--- config.mk ---
export PLATFORM = sky130hd
export DESIGN_NAME = morse_press_decoder_top
export DESIGN_NICKNAME = d
export VERILOG_FILES = /design/src/rtl/core/mpd_pkg.sv /design/src/rtl/core/mpd_step.sv /design/src/rtl/core/morse_press_decoder_top.sv
export SDC_FILE = /design/constraint.sdc
export NUM_CORES = 1
export LEC_CHECK = 0
export ABC_AREA = 1
export BUFFER_PORTS_ARGS = -buffer_cell sky130_fd_sc_hd__buf_2
export CORE_MARGIN = 3
export CORE_UTILIZATION = 62
export DETAILED_ROUTE_END_ITERATION = 7
export GPL_ROUTABILITY_DRIVEN = 0
export PLACE_DENSITY = 0.86
export SYNTH_ARGS = -nofsm -noshare
export SYNTH_HDL_FRONTEND = slang
export SYNTH_SLANG_ARGS = --single-unit
--- constraint.sdc ---
create_clock -name clk -period 6.9 [get_ports clk]
set_input_delay 0 -clock clk [delete_from_list [all_inputs] [get_ports clk]]
set_output_delay 0 -clock clk [all_outputs]
set_load 0.01 [all_outputs]
--- src/rtl/core/mpd_pkg.sv ---
// Shared types, constants and the letter lookup for the Morse press decoder.
package mpd_pkg;

  localparam int MaxSymbols = 4;
  localparam int CountW     = 3;
  localparam int DurW       = 16;
  localparam int LetterW    = 5;
  localparam int StatusW    = 2;
  localparam int CfgIndexW  = 1;

  localparam logic [DurW-1:0] DotLimitReset  = 16'd200;
  localparam logic [DurW-1:0] DashLimitReset = 16'd700;

  // Input kinds.
  localparam logic KindPress = 1'b0;
  localparam logic KindGap   = 1'b1;

  // Result status codes.
  localparam logic [StatusW-1:0] StatusLetter  = 2'd0;
  localparam logic [StatusW-1:0] StatusNoMatch = 2'd1;
  localparam logic [StatusW-1:0] StatusTooLong = 2'd2;

  // Configuration register indexes.
  localparam logic [CfgIndexW-1:0] RegDotLimit  = 1'b0;
  localparam logic [CfgIndexW-1:0] RegDashLimit = 1'b1;

  typedef struct packed {
    logic            kind;
    logic [DurW-1:0] press_ms;
  } in_item_t;

  typedef struct packed {
    logic [StatusW-1:0] status;
    logic [LetterW-1:0] letter;
  } out_item_t;

  // What one item does to the symbol buffer and whether it yields a result.
  typedef struct packed {
    logic                  has_result;
    out_item_t             result;
    logic [MaxSymbols-1:0] symbols_next;
    logic [CountW-1:0]     count_next;
  } step_t;

  typedef struct packed {
    logic               found;
    logic [LetterW-1:0] letter;
  } lookup_t;

  // Match a buffered symbol pattern against the 26 letters.
  // Bit i of the pattern is symbol i, a set bit is a dash; unused bits are zero.
  function automatic lookup_t letter_lookup(input logic [CountW-1:0] count,
                                            input logic [MaxSymbols-1:0] bits);
    lookup_t r;
    r.found  = 1'b1;
    r.letter = '0;
    case ({count, bits})
      {3'd1, 4'd0}:  r.letter = 5'd4;
      {3'd1, 4'd1}:  r.letter = 5'd19;
      {3'd2, 4'd2}:  r.letter = 5'd0;
      {3'd2, 4'd0}:  r.letter = 5'd8;
      {3'd2, 4'd3}:  r.letter = 5'd12;
      {3'd2, 4'd1}:  r.letter = 5'd13;
      {3'd3, 4'd1}:  r.letter = 5'd3;
      {3'd3, 4'd3}:  r.letter = 5'd6;
      {3'd3, 4'd5}:  r.letter = 5'd10;
      {3'd3, 4'd7}:  r.letter = 5'd14;
      {3'd3, 4'd2}:  r.letter = 5'd17;
      {3'd3, 4'd0}:  r.letter = 5'd18;
      {3'd3, 4'd4}:  r.letter = 5'd20;
      {3'd3, 4'd6}:  r.letter = 5'd22;
      {3'd4, 4'd1}:  r.letter = 5'd1;
      {3'd4, 4'd5}:  r.letter = 5'd2;
      {3'd4, 4'd4}:  r.letter = 5'd5;
      {3'd4, 4'd0}:  r.letter = 5'd7;
      {3'd4, 4'd14}: r.letter = 5'd9;
      {3'd4, 4'd2}:  r.letter = 5'd11;
      {3'd4, 4'd6}:  r.letter = 5'd15;
      {3'd4, 4'd11}: r.letter = 5'd16;
      {3'd4, 4'd8}:  r.letter = 5'd21;
      {3'd4, 4'd9}:  r.letter = 5'd23;
      {3'd4, 4'd13}: r.letter = 5'd24;
      {3'd4, 4'd3}:  r.letter = 5'd25;
      default:       r.found  = 1'b0;
    endcase
    return r;
  endfunction

endpackage

--- src/rtl/core/mpd_step.sv ---
// Combinational classification, buffer append and letter decode for one item.
module mpd_step (
  input  mpd_pkg::in_item_t                      item,
  input  logic [mpd_pkg::DurW-1:0]               dot_limit,
  input  logic [mpd_pkg::DurW-1:0]               dash_limit,
  input  logic [mpd_pkg::MaxSymbols-1:0]         symbols,
  input  logic [mpd_pkg::CountW-1:0]             count,
  output mpd_pkg::step_t                         step
);
  import mpd_pkg::*;

  logic                  is_dot;
  logic                  is_dash;
  logic                  too_long;
  logic [MaxSymbols-1:0] app_symbols;
  logic [CountW-1:0]     app_count;
  logic [MaxSymbols-1:0] dec_symbols;
  logic [CountW-1:0]     dec_count;
  lookup_t               hit;

  // Press classification, tested in order so a press at a limit falls through.
  assign is_dot   = (item.press_ms != '0) && (item.press_ms < dot_limit);
  assign is_dash  = !is_dot && (item.press_ms > dot_limit)
                    && (item.press_ms < dash_limit);
  assign too_long = !is_dot && !is_dash && (item.press_ms > dash_limit);

  // Buffer after appending this press; the buffer never rests full.
  always_comb begin
    app_symbols = symbols;
    app_symbols[count[1:0]] = is_dash;
    app_count = count + CountW'(1);
  end

  // The pattern to decode: the buffer as it stands for a gap, or the appended one.
  assign dec_symbols = (item.kind == KindGap) ? symbols : app_symbols;
  assign dec_count   = (item.kind == KindGap) ? count : app_count;
  assign hit         = letter_lookup(dec_count, dec_symbols);

  always_comb begin
    step.has_result    = 1'b0;
    step.result.status = StatusLetter;
    step.result.letter = '0;
    step.symbols_next  = symbols;
    step.count_next    = count;
    if (item.kind == KindGap) begin
      // A gap decodes a non-empty buffer and always clears it.
      if (count != '0) begin
        step.symbols_next = '0;
        step.count_next   = '0;
        if (hit.found) begin
          step.has_result    = 1'b1;
          step.result.letter = hit.letter;
        end else if (count >= CountW'(MaxSymbols)) begin
          step.has_result    = 1'b1;
          step.result.status = StatusNoMatch;
        end
      end
    end else if (is_dot || is_dash) begin
      if (app_count >= CountW'(MaxSymbols)) begin
        // Full buffer decodes at once.
        step.symbols_next = '0;
        step.count_next   = '0;
        step.has_result   = 1'b1;
        if (hit.found) begin
          step.result.letter = hit.letter;
        end else begin
          step.result.status = StatusNoMatch;
        end
      end else begin
        step.symbols_next = app_symbols;
        step.count_next   = app_count;
      end
    end else if (too_long) begin
      step.has_result    = 1'b1;
      step.result.status = StatusTooLong;
    end
  end

endmodule

--- src/rtl/core/morse_press_decoder_top.sv ---
// Top level of the Morse press decoder: input stage, symbol buffer and result register.
// Decodes button-press Morse into letters: each beat is a press with its length in ms or a
// gap event that ends a letter. While in_stall is low, one beat is accepted per cycle with
// no bubbles; a beat waits in the input register, where the classify-and-decode logic
// updates the symbol buffer, and any result is loaded into the output register when the
// beat retires, which raises out_valid. in_stall rises only while out_stall holds a
// waiting result and the beat in the input register has a result of its own. The limits
// (index 0 dot_limit, index 1 dash_limit) reset to 200 and 700; the user must write them
// only while the block is idle (not enforced by the block); cfg_ready is always high.
module morse_press_decoder_top (
  input  logic                            clk,
  input  logic                            rst,
  input  logic                            in_valid,
  output logic                            in_stall,
  input  mpd_pkg::in_item_t               in_data,
  output logic                            out_valid,
  input  logic                            out_stall,
  output mpd_pkg::out_item_t              out_data,
  input  logic                            cfg_valid,
  output logic                            cfg_ready,
  input  logic [mpd_pkg::CfgIndexW-1:0]   cfg_index,
  input  logic [mpd_pkg::DurW-1:0]        cfg_data
);
  import mpd_pkg::*;

  logic [DurW-1:0]       dot_limit;
  logic [DurW-1:0]       dash_limit;
  logic [MaxSymbols-1:0] symbols;
  logic [CountW-1:0]     count;
  logic                  s1_valid;
  in_item_t              s1_item;
  step_t                 step;
  logic                  s1_retire;

  assign cfg_ready = 1'b1;

  // Configuration registers.
  always_ff @(posedge clk) begin
    if (rst) begin
      dot_limit  <= DotLimitReset;
      dash_limit <= DashLimitReset;
    end else if (cfg_valid && cfg_ready) begin
      case (cfg_index)
        RegDotLimit:  dot_limit  <= cfg_data;
        RegDashLimit: dash_limit <= cfg_data;
        default: ;
      endcase
    end
  end

  mpd_step u_step (
    .item       (s1_item),
    .dot_limit  (dot_limit),
    .dash_limit (dash_limit),
    .symbols    (symbols),
    .count      (count),
    .step       (step)
  );

  // The staged beat retires unless its result would land on a held one.
  assign s1_retire = s1_valid && (!step.has_result || !out_valid || !out_stall);
  assign in_stall  = s1_valid && !s1_retire;

  // Input register.
  always_ff @(posedge clk) begin
    if (rst) begin
      s1_valid <= 1'b0;
    end else if (!in_stall) begin
      s1_valid <= in_valid;
    end
  end

  always_ff @(posedge clk) begin
    if (!in_stall && in_valid) begin
      s1_item <= in_data;
    end
  end

  // Symbol buffer advances as each beat retires.
  always_ff @(posedge clk) begin
    if (rst) begin
      symbols <= '0;
      count   <= '0;
    end else if (s1_retire) begin
      symbols <= step.symbols_next;
      count   <= step.count_next;
    end
  end

  // Result register.
  always_ff @(posedge clk) begin
    if (rst) begin
      out_valid <= 1'b0;
    end else if (s1_retire && step.has_result) begin
      out_valid <= 1'b1;
    end else if (!out_stall) begin
      out_valid <= 1'b0;
    end
  end

  always_ff @(posedge clk) begin
    if (s1_retire && step.has_result) begin
      out_data <= step.result;
    end
  end

endmodule

=== Yosys cells after proc, flatten, opt, wreduce, memory -nomap -nowiden ===
Index checks and enable logic that the tools add are counted.

* Add/subtract/negate cells: 1
* Multiply operators: 0
* Divide/modulo/power cells: 0
* Magnitude comparators: 8
* Eq/ne operators: 28
* Shift-type cells: 0
* Mux-type cells: 21
* Bitwise logic cells: 1
* Reductions and logical operators: 27

{| class="wikitable"
|+ Operators with widths
! operator !! number
|-
| $pmux 5 s25 || 1
|-
| $eq 7x6->1 const B || 12
|-
| $eq 7x7->1 const B || 12
|-
| $gt 16x16->1 || 2
|-
| $lt 16x16->1 || 2
|-
| $mux 15 || 2
|-
| $reduce_or 26->1 || 1
|-
| $reduce_bool 16->1 || 1
|-
| $eq 7x5->1 const B || 2
|-
| $mux 12 || 1
|-
| $mux 3 || 4
|-
| $logic_and 1x1->1 || 10
|-
| $mux 8 || 1
|-
| $logic_not 1->1 || 7
|-
| $mux 7 || 1
|-
| $ge 3x3->1 const B || 2
|-
| $mux 1 || 6
|-
| $mux 5 || 1
|-
| $bwmux 4 || 1
|-
| $mux 4 || 1
|-
| $ne 2x1->1 const B || 2
|-
| $reduce_and 2->1 || 2
|-
| $add 3x1->3 const B || 1
|-
| $logic_or 1x1->1 || 3
|-
| 8 further kinds || 8
|}

* Register bits after elaboration: 65
* Latch bits: 0
* Bits in writable memories: 0
* Bits in read-only memories: 0
* Bits of input ports: 39
* Output and inout port bits: 10
* Logic and storage cells: 96
* Memories: 0

=== Depth between registers and ports, before layout ===
Gate-level depths: netlist (run 1).

* Word-level depth: 22
* Gate-level depth with buffers: 26
* Gate-level depth less buffers: 26

=== Modules after synthesis ===
Synthesis (run 1) repeated with hierarchy kept, for this count alone.

* Cell total of the unflattened synthesis: 563
* Area total of the unflattened synthesis: 4170.2 µm²

{| class="wikitable"
|+ Modules (own cells, without submodules)
! module !! times used !! cells each !! area each (µm²) !! sequential area each (µm²)
|-
| morse_press_decoder_top || 1 || 228 || 2306.0 || 1541.5
|-
| mpd_step || 1 || 335 || 1864.3 || 0.0
|}

=== Worst setup path before layout (run 1) ===
OpenSTA, ideal clock, no wires.

* Kind: register -> register
* Start point: reg s1_item[7] (netlist name)
* End point: reg s1_item[0] (netlist name), enable pin
* Setup time: 0.369 ns
* Data arrival time: 2.566 ns
* Data required time: 6.531 ns
* Path slack: 3.965 ns
* Stages on the path, launching flop included: 18
* Buffers on the path: 0
* Clock period less this slack: 2.935 ns
* Cell sequence: edfxtp_1 > ha_1 > a21o_1 > nor2_1 > nand2_1 > a21oi_2 > nand3_2 > nand2_1 > nand2_2 > nand2_4 > nand2_1 > nand3_2 > nand2_2 > nor2_2 > nand4_4 > nand4_1 > nand2_1 > inv_1

* Cells in the longest elaborated chain, start to end: 21
* Elaborated cells on any way between the ends: 56
* Classes of those cells: order compare: 4; eq/ne: 26; mux: 8; reduce/logical: 18

{| class="wikitable"
|+ Ends and longest elaborated chain
! what !! RTL line !! source
|-
| from (decl) || morse_press_decoder_top.sv:31 || <nowiki>in_item_t s1_item;</nowiki>
|-
| from (signal assigned) || morse_press_decoder_top.sv:75 || <nowiki>s1_item <= in_data;</nowiki>
|-
| $lt 16x16->1 or $reduce_bool 16->1 (tied branches) || mpd_step.sv:22 || <nowiki>assign is_dot = (item.press_ms != '0) && (item.press_ms < dot_limit);</nowiki>
|-
| $logic_and 1x1->1 || mpd_step.sv:22 ||
|-
| $logic_not 1->1 || mpd_step.sv:23, mpd_step.sv:25 ||
|-
| $logic_and 1x1->1 || mpd_step.sv:23 || <nowiki>assign is_dash = !is_dot && (item.press_ms > dot_limit)</nowiki>
|-
| $logic_and 1x1->1 || mpd_step.sv:24 || <nowiki>&& (item.press_ms < dash_limit);</nowiki>
|-
| $bwmux 4 || mpd_step.sv:30 || <nowiki>app_symbols[count[1:0]] = is_dash;</nowiki>
|-
| $mux 4 || mpd_step.sv:35 || <nowiki>assign dec_symbols = (item.kind == KindGap) ? symbols : app_symbols;</nowiki>
|-
| $eq 7x5->1 (tied with other cells) || mpd_pkg.sv:57 || <nowiki>case ({count, bits})</nowiki>
|-
| [... 4 more ...] || n/a ||
|-
| $mux 15 (*) || mpd_step.sv:45 || <nowiki>if (item.kind == KindGap) begin</nowiki>
|-
| $logic_not 1->1 (*) || morse_press_decoder_top.sv:61 || <nowiki>assign s1_retire = s1_valid && (!step.has_result || !out_valid || !out_stall);</nowiki>
|-
| $logic_or 1x1->1 (*) (2 in a row) || morse_press_decoder_top.sv:61 ||
|-
| $logic_and 1x1->1 (*) || morse_press_decoder_top.sv:61 ||
|-
| $logic_not 1->1 (*) || morse_press_decoder_top.sv:62 || <nowiki>assign in_stall = s1_valid && !s1_retire;</nowiki>
|-
| $logic_and 1x1->1 (*) || morse_press_decoder_top.sv:62 ||
|-
| $logic_not 1->1 (*) || morse_press_decoder_top.sv:74 || <nowiki>if (!in_stall && in_valid) begin</nowiki>
|-
| $logic_and 1x1->1 (*) || morse_press_decoder_top.sv:74 ||
|}

Every way passes the cells marked *; elsewhere a longest branch is shown, timed or not. The select of a mux whose other input is x is not followed.
A chain may end at the register's enable or synchronous reset.

=== Worst setup path in the final report (run 1) ===
* Start point: reg s1_item[5] (netlist name)
* End point: reg s1_item[10] (netlist name), enable pin

Same word-level chain as after synthesis.

==> results of run 1 <==
-- sequential cells by signal (all words and copies together), names as in the netlist --
register	flops
count	3
s1_item	17
symbols	4
out_data	7
dash_limit	16
s1_valid	1
dot_limit	16
out_valid	1
-- worst min path at each step --
stage	endpoint	slack [ns]	depth (start not counted)
finish	dot_limit[7]$_SDFFE_PP1P_	0.05	3
floorplan	out_valid$_SDFFE_PP0P_	0.07	1
CTS	dot_limit[7]$_SDFFE_PP1P_	0.04	3
global route	dot_limit[7]$_SDFFE_PP1P_	0.09	3
global placement	s1_item[13]$_DFFE_PP_	0.18	1
detailed placement	s1_item[12]$_DFFE_PP_	0.18	1
-- Yosys cell counts (2+ instances only) --
cell,n,area [um^2]
ha_1,36,450
nor2_1,51,191
nand3_2,4,40.0
nand3_1,10,50.1
a21o_1,2,15.0
a31oi_1,2,12.5
o21ai_0,26,130
nor3_1,6,30.0
a21oi_1,42,210
nor2_2,4,25.0
dfxtp_1,41,821
inv_2,5,18.8
inv_1,72,270
edfxtp_1,24,721
o211ai_1,9,67.6
nor4_1,5,31.3
nand2_1,91,342
nor3_2,3,30.0
nand3_4,2,35.0
nand4_1,7,43.8
nand2_4,3,33.8
a21oi_2,3,26.3
clkbuf_1,10,37.5
nand2_2,9,56.3
-- critical path, cell delays in order (launching register included) --
cell and delay [ns]:
edfxtp_1 0.44, ha_1 0.33, a21oi_1 0.14, nor2_1 0.06, nor2_1 0.13, nand2_1 0.08
nand2_1 0.06, nand2_1 0.08, nand3_2 0.15, nand2_2 0.09, a21oi_2 0.22, nand2_1 0.13
nand3_2 0.13, nand2_2 0.06, nor2_2 0.16, nand4_4 0.15, nand4_1 0.15, nand2_1 0.10
inv_1 0.57
-- area by class of cell --
type                    instances  area share, %
clock buffers                  10           2.74
clock inverters                 6           1.45
inverters                      77           6.20
multi-input cells             329           41.8
flip-flops and latches         65           33.1
well taps                      72           1.93
repair buffers                 83           12.8
-- routing by layer --
layer  global-route usage [%]  vias to the layer above  wire length (um)
met5                        0                        -                 0
met4                     13.1                        0               348
met3                     5.40                       41               706
met2                     48.6                      193              4720
met1                     33.6                     1634              3850
li1                         -                     1763                 -
-- logic make-up (layout without fill, tap and decap cells) --
group	after synthesis	in the layout	share of synthesized area (%)
other	1	1	0.0980
flip-flops	65	65	40.3
buffers and inverters	88	176	8.73
XOR/XNOR	2	2	0.458
AND/OR/NAND/NOR	197	197	24.6
adder cells (fa/ha/maj)	36	36	11.8
AO/OA/AOI/OAI	93	93	14.1
-- stage by stage --
stage               hold slack (ns)  utilization, %
finish                       0.0547            81.2
global route                 0.0930            81.2
CTS                          0.0380            81.2
detailed placement            0.178            71.5
global placement              0.179            71.5
floorplan                    0.0691               -
-- where the power goes --
group | switching [mW] | total [mW] | internal, mW
Clock | 0.156 | 0.324 | 0.168
Combinational | 0.134 | 0.216 | 0.0822
Sequential | 0.0141 | 0.436 | 0.422
Total | 0.303 | 0.976 | 0.673
-- cells in the final DEF, fill, tap and decap left out, drive strengths merged, types with 2 or more instances in the layout --
| cell type | synthesis | final |
|---|---|---|
| a21o | 2 | 2 |
| a21oi | 45 | 45 |
| a31oi | 2 | 2 |
| buf | 1 | 47 |
| clkbuf | 10 | 10 |
| clkinv | 0 | 4 |
| dfxtp | 41 | 41 |
| dlygate4sd3 | 0 | 36 |
| edfxtp | 24 | 24 |
| ha | 36 | 36 |
| inv | 77 | 78 |
| nand2 | 103 | 103 |
| nand3 | 16 | 16 |
| nand4 | 8 | 8 |
| nor2 | 56 | 56 |
| nor3 | 9 | 9 |
| nor4 | 5 | 5 |
| o211ai | 9 | 9 |
| o21ai | 27 | 27 |
==> impl_metrics.csv, run 1 <==
group,metric,value,unit
run_status,status,"finished clean",
final_layout,nNetsFinal,640,
detailed_routing,ant_nets,0,
place,place_area,4110,um^2
min_path,min_path_type,"input port to register",
synth,synth-seq-cells,65,
worst_setup_path,critPathCapture,"s1_item[10]$_DFFE_PP_",
detailed_routing,via_per_inst,5.66,
worst_setup_path,worstSetupEndpointType,"register",
grt,grt_start_max_net_pins,39,
timing,worst_pin_slew,1.04,ns
place,pre_cts_ws,3.39,ns
timing,finalCriticalPeriod,3.60,ns
clocking,cts_max_level,3,
final_layout,multi_input_area,1950,um^2
synth,netlist-cell-type-count,39,
synth,synth_flop_cell,"dfxtp_1",
grt,grt_pass1_wl,16.2,mm
grt,antenna_found_initial,0,
floorplanning,pin_count,49,
grt,grt_pass1_vias,3558,
worst_setup_path,timing.critical_path.required,6.88,ns
synth,ys.warnings.count,0,
worst_setup_path,cp.arrival,3.58,ns
floorplanning,dieWidth,84.6,um
final_layout,num-fill-cells,382,
final_layout,n_antenna_cell,0,
worst_setup_path,rr_worst_depth,18,
clocking,cts.sinks,65,
clocking,cts_resized,0,
clocking,cts_hold_buf,36,
clocking,cts_buffers,9,
run,max-cap-violations,0,
place,dp_cells,590,
worst_setup_path,setup.worst_path.start_class,"register",
clocking,post_cts_buffers,0,
final_layout,final_area,4660,um^2
detailed_routing,wire_per_inst,15.0,um
final_layout,regArea,1540,um^2
floorplanning,dieArea,7150,um^2
worst_setup_path,rr_startpoint,"s1_item[5]$_DFFE_PP_",
clocking,clkLatencyLatePin,0.35,ns
timing,clock_skew,0.00926,ns
synth,synth_edf_count,24,
place,dp_hpwl,6.29,mm
timing,fin_ws,3.30,ns
worst_setup_path,cp_max_fo,17,
clocking,cts_tree,"yes",
synth,synthCells,482,
timing,fin_crit_sh,52.2,%
place,io_buffers,47,
detailed_routing,post-route-drc-count,0,
timing,max_clock_freq,278,MHz
detailed_routing,drt-total-wl,9.63,mm
detailed_routing,first_pass_iters,5,
worst_setup_path,timing.rr.end,"s1_item[10]$_DFFE_PP_",
timing,setup_viol,0,
clocking,cts_buffer_depth,2,
floorplanning,row_count,27,
detailed_routing,vias,3631,
worst_setup_path,crit_start,"s1_item[5]$_DFFE_PP_",
power_and_ir_drop,power,0.976,mW
synth,synth.avg_cell_area,7.94,um^2
final_layout,final_cell_count_no_fill,642,
clocking,root_buffer,"clkbuf_8",
synth,yosysSeqAreaShare,40.3,%
synth,netlist_area,3830,um^2
power_and_ir_drop,p_leak,2.24,nW
synth,synth.net_count,557,
floorplanning,core-area,5740,um^2
power_and_ir_drop,ir_drop,163,uV
final_layout,area_delta_synth_final,21.8,%
floorplanning,initial_utilization,66.6,%
detailed_routing,drtIter0Drc,304,
timing,rsz0062_at_grt,"no",
timing,finalHoldViolations,0,
final_layout,layout-drive-gt1-share,17.2,%
timing,tns,0,ns
worst_setup_path,r2r_setup_slack,3.30,ns
min_path,hold_path_startpoint,"cfg_index",
grt,grt_usage,28.1,%
power_and_ir_drop,cellPowerDensity,209,nW/um^2
clocking,clkTransAtPathRegs,0.08,ns
timing,maxSlewViolCount,0,
synth,async_flop_share,0,%
floorplanning,die_h,84.6,um
grt,grt_remaining_overflow,0,
timing,slew_headroom,30.7,%
worst_setup_path,critPathKind,"register to register",
(Power assumes the default switching activity.)
==> inputs of run 2 (changes only) <==
--- a/config.mk
+++ b/config.mk
@@ -5,13 +5,13 @@
 export SDC_FILE = /design/constraint.sdc
 export NUM_CORES = 1
 export LEC_CHECK = 0
-export ABC_AREA = 1
+export ABC_AREA = 0
 export BUFFER_PORTS_ARGS = -buffer_cell sky130_fd_sc_hd__buf_2
 export CORE_MARGIN = 3
-export CORE_UTILIZATION = 62
+export CORE_UTILIZATION = 58
 export DETAILED_ROUTE_END_ITERATION = 7
 export GPL_ROUTABILITY_DRIVEN = 0
-export PLACE_DENSITY = 0.86
+export PLACE_DENSITY = 0.81
 export SYNTH_ARGS = -nofsm -noshare
 export SYNTH_HDL_FRONTEND = slang
 export SYNTH_SLANG_ARGS = --single-unit
==> constraint.sdc (replaced) <==
create_clock -name clk -period 3.45 [get_ports clk]
set_input_delay 0 -clock clk [delete_from_list [all_inputs] [get_ports clk]]
set_output_delay 0 -clock clk [all_outputs]
set_load 0.01 [all_outputs]
==> impl_metrics.csv, run 2 <==
group,metric,value,unit
worst_setup_path,critPathMostFrequentCell,"buf_4",
worst_setup_path,critPathSlowestCell,"o41ai_4",
final_layout,largest_registers,"s1_item: 17 flops, dash_limit: 16 flops, dot_limit: 16 flops",
final_layout,n_antenna_cell,0,
synth,netlist-cell-type-count,60,
timing,rsz0062_at_grt,"yes",
detailed_routing,wire_per_inst,20.4,um
power_and_ir_drop,power,2.00,mW
clocking,cts_buffers,9,
place,io_buffers,47,
detailed_routing,vias,4270,
floorplanning,dieArea,7730,um^2
grt,grt_pass1_wl,20.1,mm
floorplanning,initial_utilization,60.6,%
worst_setup_path,cp_num_cells,18,
timing,setup_viol,31,
floorplanning,pin_count,49,
final_layout,layout_common_cells,"nand2_1 (70), a21oi_1 (48), buf_2 (47), buf_4 (45), dfxtp_1 (41)",
clocking,clkTransAtPathRegs,0.08,ns
floorplanning,die_h,87.9,um
worst_setup_path,rr_worst_depth,18,
grt,grt_remaining_overflow,0,
place,dp_hpwl,7.60,mm
clocking,root_buffer,"clkbuf_8",
synth,yosys.area_share.xor_xnor,0.675,%
synth,synth.net_count,521,
worst_setup_path,worstSetupEndpointType,"register",
synth,ys.warnings.count,0,
timing,fin_crit_sh,110,%
synth,synth_compound_area_share,22.4,%
detailed_routing,via_per_inst,6.48,
final_layout,area_delta_synth_final,42.7,%
worst_setup_path,cp_max_fo,6,
detailed_routing,ant_nets,0,
clocking,clkLatencyLatePin,0.37,ns
power_and_ir_drop,cellPowerDensity,361,nW/um^2
place,dp_cells,592,
synth,synth_edf_count,24,
floorplanning,row_count,29,
timing,tns,-7.09,ns
final_layout,layout-drive-gt1-share,29.6,%
synth,synthAdderAreaFrac,11.6,%
detailed_routing,first_pass_iters,8,
synth,synthSimpleGateAreaFrac,19.2,%
synth,synth_top_family_by_area,"compound AO/OA/AOI/OAI gates",
clocking,cts_max_level,3,
clocking,cts.sinks,65,
detailed_routing,drt-total-wl,13.4,mm
worst_setup_path,critPathKind,"register to register",
timing,slew_headroom,44.6,%
synth,netlist_area,3890,um^2
worst_setup_path,crit_start,"s1_item[1]$_DFFE_PP_",
worst_setup_path,crit_path_cell_trace,"buf_4, ha_1, nor2b_1, o211ai_1, a21o_1, nand3_4, buf_6, o41ai_4, nor2_2, buf_4, buf_4, buf_4, buf_4, buf_4, o21ai_0, a211oi_1, a21oi_1, nor2_1",
grt,grt_use_met1,42.4,%
synth,synthMuxAreaShare,0.514,%
synth,synth.avg_cell_area,8.73,um^2
worst_setup_path,timing.rr.end,"out_data[1]$_DFFE_PP_",
synth,synth-seq-cells,65,
worst_setup_path,cp_top_family,"compound AO/OA/AOI/OAI gates",
final_layout,top_register,"s1_item",
floorplanning,core-area,6420,um^2
worst_setup_path,rr_startpoint,"s1_item[1]$_DFFE_PP_",
min_path,min_path_type,"input port to register",
synth,yosysSeqAreaShare,39.6,%
synth,synthCells,446,
timing,worst_pin_slew,0.824,ns
synth,yosys-top-cells-count,"nand2_1 (73), a21oi_1 (54), dfxtp_1 (41)",
grt,busiest_layer,"met2",
place,place_area,4530,um^2
run,max-cap-violations,0,
grt,met3_usage,9.31,%
clocking,cts_tree,"yes",
synth,synth_top_cell_area_share,21.1,%
synth,synth_flop_cell,"dfxtp_1",
timing,clock_skew,0.0144,ns
power_and_ir_drop,ir_drop,376,uV
timing,fin_ws,-0.346,ns
floorplanning,dieWidth,87.9,um
final_layout,largest_reg_flops,17,
grt,met2_usage,55.6,%
grt,grt_start_max_net_pins,29,
final_layout,final_cell_count_no_fill,659,
worst_setup_path,r2r_setup_slack,-0.35,ns
timing,max_clock_freq,263,MHz
detailed_routing,drtIter0Drc,739,
min_path,hold_depth,4,
grt,antenna_found_initial,0,
final_layout,final_area,5560,um^2
worst_setup_path,cp.buffers_inverters,7,
timing,finalCriticalPeriod,3.80,ns
timing,finalHoldViolations,0,
grt,grt_pass1_vias,4076,
timing,maxSlewViolCount,0,
worst_setup_path,crit_path_max_incr_delay,0.53,ns
final_layout,nNetsFinal,652,
grt,grt_usage,34.1,%
worst_setup_path,critPathCapture,"out_data[1]$_DFFE_PP_",
final_layout,layout_commonest_cell,"nand2_1",
synth,async_flop_share,0,%
worst_setup_path,setup.worst_path.start_class,"register",
synth,synth_top_cell_by_area,"dfxtp_1",
detailed_routing,post-route-drc-count,0,
clocking,cts_buffer_depth,2,
run_status,violations,"setup timing",
worst_setup_path,cp.arrival,3.89,ns
worst_setup_path,timing.critical_path.required,3.54,ns
synth,yosysMostFrequentCell,"nand2_1",
synth,synth_area_leaders,"dfxtp_1 (21%), edfxtp_1 (19%), ha_1 (12%)",
run_status,status,"finished, violations left",
power_and_ir_drop,p_leak,2.21,nW
[run 2: logic make-up after synthesis]
group	count (synthesis)
and+or+nand+nor	157
AOI/OAI and AO/OA	126
DFF	65
buffers and inverters	56
adders and majority gates	36
xor gates and xnor gates	3
muxes	2
other	1
[run 2: repair_timing]
action                                  CTS  global route
gates resized for setup                  38            13
buffers inserted                         12             6
pin swaps                                26             8
endpoints found under the hold margin    50             0
hold buffers                             35             0
gates cloned                              0             0
endpoints found under the setup margin   29            38
[run 2: area by class of cell]
class | instances | area, um^2
tap | 77 | 96.3
timing repair buffer | 138 | 1060
multi-input combinational | 325 | 2500
inverter | 38 | 143
clock inverter | 4 | 50.0
sequential | 65 | 1540
clock buffer | 12 | 165
fill | 283 | 865
[run 2: metrics by stage]
step / setup slack (ns) / hold slack [ns] / util (%)
floorplan: 0.000453 / 0.0989 / -
global placement: -0.0384 / 0.178 / 70.5
detailed placement: -0.186 / 0.179 / 70.5
CTS: -0.0441 / 0.0840 / 84.6
global route: -0.496 / 0.143 / 86.5
finish: -0.346 / 0.0994 / 86.5
[run 2: metal layers]
layer  part of all wire [%]  wire length, um
met1                     37             5010
met2                     47             6280
met3                     10             1400
met4                    5.6              758
met5                      0                0
[run 2: worst min path at each step]
stage | slack, ns | end | start
finish | 0.1 | dot_limit[1]$_SDFFE_PP0P_ | cfg_index
global route | 0.14 | dot_limit[1]$_SDFFE_PP0P_ | cfg_index
CTS | 0.08 | dot_limit[4]$_SDFFE_PP0P_ | cfg_index
detailed placement | 0.18 | s1_item[9]$_DFFE_PP_ | in_data[9]
global placement | 0.18 | s1_item[9]$_DFFE_PP_ | in_data[9]
floorplan | 0.1 | s1_item[0]$_DFFE_PP_ | in_data[0]
[run 2: where the power goes]
group / leakage (nW) / total, mW / switching [mW] / internal [mW]
Combinational: 1.54 / 0.444 / 0.239 / 0.205
Clock: 0.105 / 0.706 / 0.315 / 0.392
Sequential: 0.567 / 0.853 / 0.0220 / 0.831
[run 2: worst min-delay path: stages]
cell	delay [ns]
buf_2	0.10
nor2b_1	0.15
nand2_1	0.11
a21oi_1	0.06
==> inputs of run 3 (changes only) <==
--- a/config.mk
+++ b/config.mk
@@ -11,7 +11,9 @@
 export CORE_UTILIZATION = 58
 export DETAILED_ROUTE_END_ITERATION = 7
 export GPL_ROUTABILITY_DRIVEN = 0
+export GPL_TIMING_DRIVEN = 0
 export PLACE_DENSITY = 0.81
+export SETUP_SLACK_MARGIN = 0.05
 export SYNTH_ARGS = -nofsm -noshare
 export SYNTH_HDL_FRONTEND = slang
 export SYNTH_SLANG_ARGS = --single-unit
==> impl_metrics.csv, run 3 (synthesis gave the netlist of run 2 again) <==
group,metric,value,unit
power_and_ir_drop,power,1.90,mW
timing,setup_viol,31,
final_layout,layout_commonest_cell,"nand2_1",
final_layout,final_util,83.0,%
clocking,cts_tree,"yes",
timing,rsz0062_at_grt,"yes",
final_layout,layout-drive-gt1-share,24.5,%
detailed_routing,drt-total-wl,11.8,mm
timing,finalHoldViolations,0,
grt,antenna_found_initial,0,
timing,slew_headroom,47.0,%
floorplanning,core-area,6420,um^2
timing,max_clock_freq,270,MHz
worst_setup_path,worstSetupEndpointType,"register",
grt,grt_remaining_overflow,0,
timing,fin_crit_sh,107,%
power_and_ir_drop,p_leak,2.12,nW
final_layout,layout_common_cells,"nand2_1 (73), a21oi_1 (51), buf_2 (46), dfxtp_1 (41), inv_1 (38)",
detailed_routing,drtIter0Drc,328,
place,pre_cts_ws,-0.508,ns
worst_setup_path,critPathKind,"register to register",
floorplanning,dieWidth,87.9,um
clocking,cts_buffer_depth,2,
floorplanning,pin_count,49,
final_layout,largest_registers,"s1_item: 17 flops, dash_limit: 16 flops, dot_limit: 16 flops",
detailed_routing,first_pass_iters,5,
run_status,violations,"setup timing",
floorplanning,initial_utilization,60.6,%
min_path,min_path_type,"input port to register",
grt,grt_start_max_net_pins,13,
worst_setup_path,timing.critical_path.required,3.56,ns
place,dp_hpwl,6.97,mm
final_layout,n_antenna_cell,0,
detailed_routing,vias,3950,
clocking,cts.sinks,65,
power_and_ir_drop,ir_drop,315,uV
floorplanning,row_count,29,
clocking,root_buffer,"clkbuf_8",
grt,grt_pass1_wl,18.1,mm
detailed_routing,ant_nets,0,
final_layout,top_register,"s1_item",
detailed_routing,post-route-drc-count,0,
final_layout,nNetsFinal,645,
floorplanning,dieArea,7730,um^2
floorplanning,die_h,87.9,um
timing,finalCriticalPeriod,3.71,ns
final_layout,area_delta_synth_final,36.9,%
detailed_routing,wire_per_inst,18.2,um
timing,clock_skew,0.00475,ns
timing,fin_ws,-0.257,ns
run,max-cap-violations,0,
worst_setup_path,cp_max_fo,9,
clocking,clkTransAtPathRegs,0.07,ns
clocking,clkLatencyLatePin,0.35,ns
final_layout,largest_reg_flops,17,
clocking,cts_buffers,9,
worst_setup_path,setup.worst_path.start_class,"register",
grt,grt_pass1_vias,3797,
timing,worst_pin_slew,0.793,ns
detailed_routing,via_per_inst,6.06,
clocking,cts_max_level,3,
grt,grt_usage,30.6,%
power_and_ir_drop,cellPowerDensity,356,nW/um^2
timing,maxSlewViolCount,0,
worst_setup_path,cp.arrival,3.82,ns
place,io_buffers,46,
run_status,status,"finished, violations left",
==> run 3: critical path: stages (launching register included) <==
cell and delay (ns):
edfxtp_1 0.49, ha_1 0.40, nand4_4 0.13, buf_4 0.17, inv_1 0.07, a22oi_2 0.10
and3_4 0.25, o41a_1 0.54, nand3b_1 0.26, a21boi_4 0.22, nor3_4 0.08, a211o_4 0.37
o21a_4 0.23, buf_12 0.14
==> run 3: what timing repair did <==
action / CTS / global route
gates cloned: 2 / 0
hold endpoints to repair: 50 / 0
resized for setup: 12 / 23
pin swaps: 18 / 18
buffers inserted: 27 / 6
endpoints found under the setup margin: 34 / 37
hold buffers: 35 / 0
==> run 3: power breakdown <==
| part | total, mW | switching [mW] | internal [mW] | leakage [nW] |
|---|---|---|---|---|
| logic | 0.399 | 0.215 | 0.184 | 1.45 |
| registers | 0.854 | 0.0226 | 0.831 | 0.567 |
| clock network | 0.647 | 0.294 | 0.352 | 0.0974 |
| total | 1.90 | 0.532 | 1.37 | 2.12 |
==> run 3: final timing paths <==
| kind | start | slack (ns) | endpoint | depth (start not counted) |
|---|---|---|---|---|
| setup reg to reg | s1_item[13]$_DFFE_PP_ | -0.26 | s1_item[8]$_DFFE_PP_ | 13 |
| hold reg to reg | dash_limit[1]$_SDFFE_PP0P_ | 0.46 | dash_limit[1]$_SDFFE_PP0P_ | 2 |
| hold / removal | cfg_valid | 0.06 | dot_limit[12]$_SDFFE_PP0P_ | 4 |
| setup / recovery | s1_item[13]$_DFFE_PP_ | -0.26 | s1_item[8]$_DFFE_PP_ | 13 |
==> run 3: layout make-up <==
cell class | count | area [um^2]
Clock buffer | 13 | 149
Clock inverter | 3 | 40.0
Buffer | 16 | 72.6
Inverter | 38 | 143
Timing Repair Buffer | 113 | 866
Tap cell | 77 | 96.3
Sequential cell | 65 | 1540
Multi-Input combinational cell | 327 | 2420
Fill cell | 367 | 1090
==> run 3: per-stage QoR <==
step	hold WS, ns	area (um^2)	setup TNS, ns	std cells
3_3_place_gp	0.176	4330	-10.46	569
3_5_place_dp	0.178	4330	-11.74	569
6_report	0.0568	5330	-6.38	652
2_1_floorplan	0.0989	4000	0	446
4_1_cts	0.0443	5170	-2.66	647
5_1_grt	0.0843	5330	-9.38	652
==> run 3: layer usage <==
layer | track usage (%) | vias to the layer above | part of all wire, %
li1 | - | 1863 | -
met1 | 38.4 | 1837 | 40
met2 | 52.3 | 218 | 50
met3 | 7.71 | 32 | 8.1
met4 | 8.51 | 0 | 2.2
met5 | 0 | - | 0
